### src/sv/bohm_ram.sv
// Generic single-port RAM with registered read.
`default_nettype none
module bohm_ram #(
    parameter int unsigned WIDTH = 8,
    parameter int unsigned DEPTH = 2
) (
    input  wire logic                     i_clk,
    input  wire logic                     i_en,
    input  wire logic                     i_we,
    input  wire logic [$clog2(DEPTH)-1:0] i_addr,
    input  wire logic [WIDTH-1:0]         i_wdata,
    output logic      [WIDTH-1:0]         o_rdata
);

    logic [WIDTH-1:0] r_mem [DEPTH];

    always_ff @(posedge i_clk) begin
        if (i_en) begin
            if (i_we) begin
                r_mem[i_addr] <= i_wdata;
            end else begin
                o_rdata <= r_mem[i_addr];
            end
        end
    end

endmodule
`default_nettype wire
### config.mk
export PLATFORM = sky130hd
export DESIGN_NAME = bohm_ram
export DESIGN_NICKNAME = d
export VERILOG_FILES = /design/src/sv/bohm_ram.sv
export SDC_FILE = /design/constraint.sdc
export NUM_CORES = 1
export LEC_CHECK = 0
export ABC_AREA = 1
export ABC_CLOCK_PERIOD_IN_PS = 1300
export BUFFER_PORTS_ARGS = -buffer_cell sky130_fd_sc_hd__buf_2
export CORE_AREA = 2 2 41 70
export CTS_BUF_LIST = sky130_fd_sc_hd__clkbuf_8
export DETAILED_ROUTE_END_ITERATION = 8
export DIE_AREA = 0 0 43 72
export GPL_ROUTABILITY_DRIVEN = 0
export SLEW_MARGIN = 0
export SYNTH_ARGS = -nofsm -noshare
export SYNTH_HDL_FRONTEND = slang
export SYNTH_SLANG_ARGS = --single-unit
### constraint.sdc
create_clock -name i_clk -period 1.3 [get_ports i_clk]
set_input_delay 0.13 -clock i_clk [delete_from_list [all_inputs] [get_ports i_clk]]
set_output_delay 0.13 -clock i_clk [all_outputs]
set_load 0.05 [all_outputs]
==> out/qor.yml <==
run_status:
  run_status: "finished, final reports clean"
yosys:
  postSynthAreaPerCell_um2: 15.4
  synth_sequential_area_ratio_pct: 85.3
  yosys.cell_types.count: 6
  postSynthCellCount: 55
  synth.yosys.warnings: 0
  ys_seq_elements: 24
  synth_nets: 67
  synth_area_um2: 845
route:
  initial_drt_markers: 11
  total_via_count_after_detailed_routing: 470
  first_pass_iters: 2
  wire_per_inst_um: 11.8
  detail_route.vias_per_cell: 4.48
  wl_mm: 1.24
  drt.antenna.violating_nets: 0
  detail_route.drc_violations: 0
sta:
  tns_ns: 0
  final_critical_path_setup_slack_ns: 0.319
  final_min_period_over_clock_period_pct: 75.5
  finalHoldViolations: 0
  worst_slew_pin_slew_ns: 0.248
  timing.final.max_slew_violations: 0
  unrepaired_setup_endpoints_after_global_routing: "false"
  period_minus_slack_ns: 0.981
  finalSetupViolCount: 0
  slew_headroom_pct: 83.6
  skew_ns: 0.000763
  max_clock_freq_ghz: 1.02
finish:
  mostFrequentLayoutCell: "sky130_fd_sc_hd__nand2_1"
  syn2layout_area_growth_pct: 21.3
  antenna_cells_inserted: 0
  final_cell_count_no_fill: 105
  finish.utilization_pct: 40.6
  finish.net_count: 93
  layout.cells.most_common_list: "25 x sky130_fd_sc_hd__nand2_1, 24 x sky130_fd_sc_hd__edfxtp_1, 19 x sky130_fd_sc_hd__buf_2"
  drive_gt1_share_pct: 32.9
die:
  pin_count: 20
  die_area_mm2: 0.00310
  chipHeight_um: 72
  std_cell_rows: 24
  die_x_um: 43
  floorplan.initialDensity_pct: 33.5
  core_area_mm2: 0.00252
power_and_ir_drop:
  seq_power_share_pct: 63.1
  p_per_area_mw_per_mm2: 1390
  power.leakage_nw: 0.425
  comb_power_share_pct: 7.1
  cell_internal_pwr_mw: 1.13
  power.total_mw: 1.42
  worst_ir_drop_vdd_uv: 680
  power.share.switching_pct: 20.8
  switchingPower_mw: 0.296
  clockPowerShare_pct: 29.9
clock_network:
  clk_latency_worst_skew_pair_ns: 0.26
  cts.sink_count: 24
  tritoncts: "yes"
  cts.hold.buffers_added: 0
  cts.repair.resized: 0
  cts_inserted_buffers: 3
  ctsRootBufferMaster: "sky130_fd_sc_hd__clkbuf_8"
  postCtsSetupRepairBufs: 0
  max-clock-path-buffers: 2
  htree_num_levels: 1
  worst_setup_hold_path_clk_slew_ns: 0.08
global_route:
  antenna_found_initial: 0
  grt_start_max_net_pins: 13
  globalRouteTotalUtil_pct: 9.06
  grt_remaining_overflow: 0
  first_global_vias: 476
  wire_length_of_the_first_global_routing_pass_mm: 1.96
place:
  place.port_buffers: 19
  placed_cells: 102
  dp_worst_setup_slack_ns: 0.292
setup_path:
  cp_cell_sequence: "buf_2"
  worstPathArrival_ns: 0.85
  critical_path.max_stage_delay_ns: 0.37
  critical_path.n_buffers_inverters: 1
  regToRegStartpoint: "r_mem[0][0]$_DFFE_PP_"
  critPathMaxFanout: 1
  path_class: "register to output pin"
  critPathTopFamily: "flip-flops"
  worstSetupEndpointType: "output pin"
  startpoint: "o_rdata[3]$_DFFE_PP_"
  crit_slowest_cell: "sky130_fd_sc_hd__edfxtp_1"
  setup.worst_path.start_class: "register"
  worstPathRequired_ns: 1.17
flow_run:
  number_of_max_capacitance_violations_reported: 0
hold_path:
  timing.hold.worst.start: "i_wdata[0]"
  worst_hold_path_type: "input pin to register"
power groups by stage:
stage          Combinational (mW)  Clock [mW]  Sequential (mW)
2_1_floorplan              0.0354           0            0.943
3_3_place_gp               0.0987           0            0.916
3_5_place_dp                0.103           0            0.917
4_1_cts                     0.103       0.424            0.899
5_1_grt                     0.113       0.459            0.901
6_report                    0.101       0.425            0.898
layer usage:
metal | global-route usage [%] | wire (um) | vias to the layer above
met5 | 0 | 0 | -
met4 | 7.07 | 26 | 0
met3 | 3.23 | 100 | 4
met2 | 16.5 | 650 | 18
met1 | 7.43 | 463 | 212
li1 | - | - | 236
kinds of logic after synthesis:
kind of cell,after synthesis,share of synthesized area (%)
buffers and inverters,3,2.22
flip-flops,24,85.3
AND/OR/NAND/NOR,28,12.4
metrics by stage:
stage	cell area (um2)	hold slack (ns)
global route	1020	0.0465
finish	1020	0.0529
global placement	983	0.323
floorplan	845	0.229
detailed placement	983	0.322
CTS	1020	0.0508
sequential cells by signal, indices dropped and copies added (netlist names):
name / cells
r_mem: 16
o_rdata: 8
worst paths after layout:
path              cells after the start  slack [ns]               endpoint
setup / recovery                      1        0.32             o_rdata[3]
hold / removal                        1        0.05  r_mem[0][0]$_DFFE_PP_
hold reg to reg                       2        0.52   o_rdata[5]$_DFFE_PP_
setup reg to reg                      2        0.55   o_rdata[0]$_DFFE_PP_
cells in the mapped netlist:
master                     count  share of area, %
sky130_fd_sc_hd__buf_6         1               1.3
sky130_fd_sc_hd__edfxtp_1     24                85
sky130_fd_sc_hd__inv_1         1              0.44
sky130_fd_sc_hd__inv_2         1              0.44
sky130_fd_sc_hd__nand2_1      25                11
sky130_fd_sc_hd__nor2_1        3               1.3
area by class of cell:
type	instances	area [um2]
Clock buffer	3	41.3
Sequential cell	24	721
Timing Repair Buffer	22	118
Inverter	2	7.51
Fill cell	265	1500
Multi-Input combinational cell	28	105
Tap cell	26	32.5
Power figures use the tool's default switching activity.
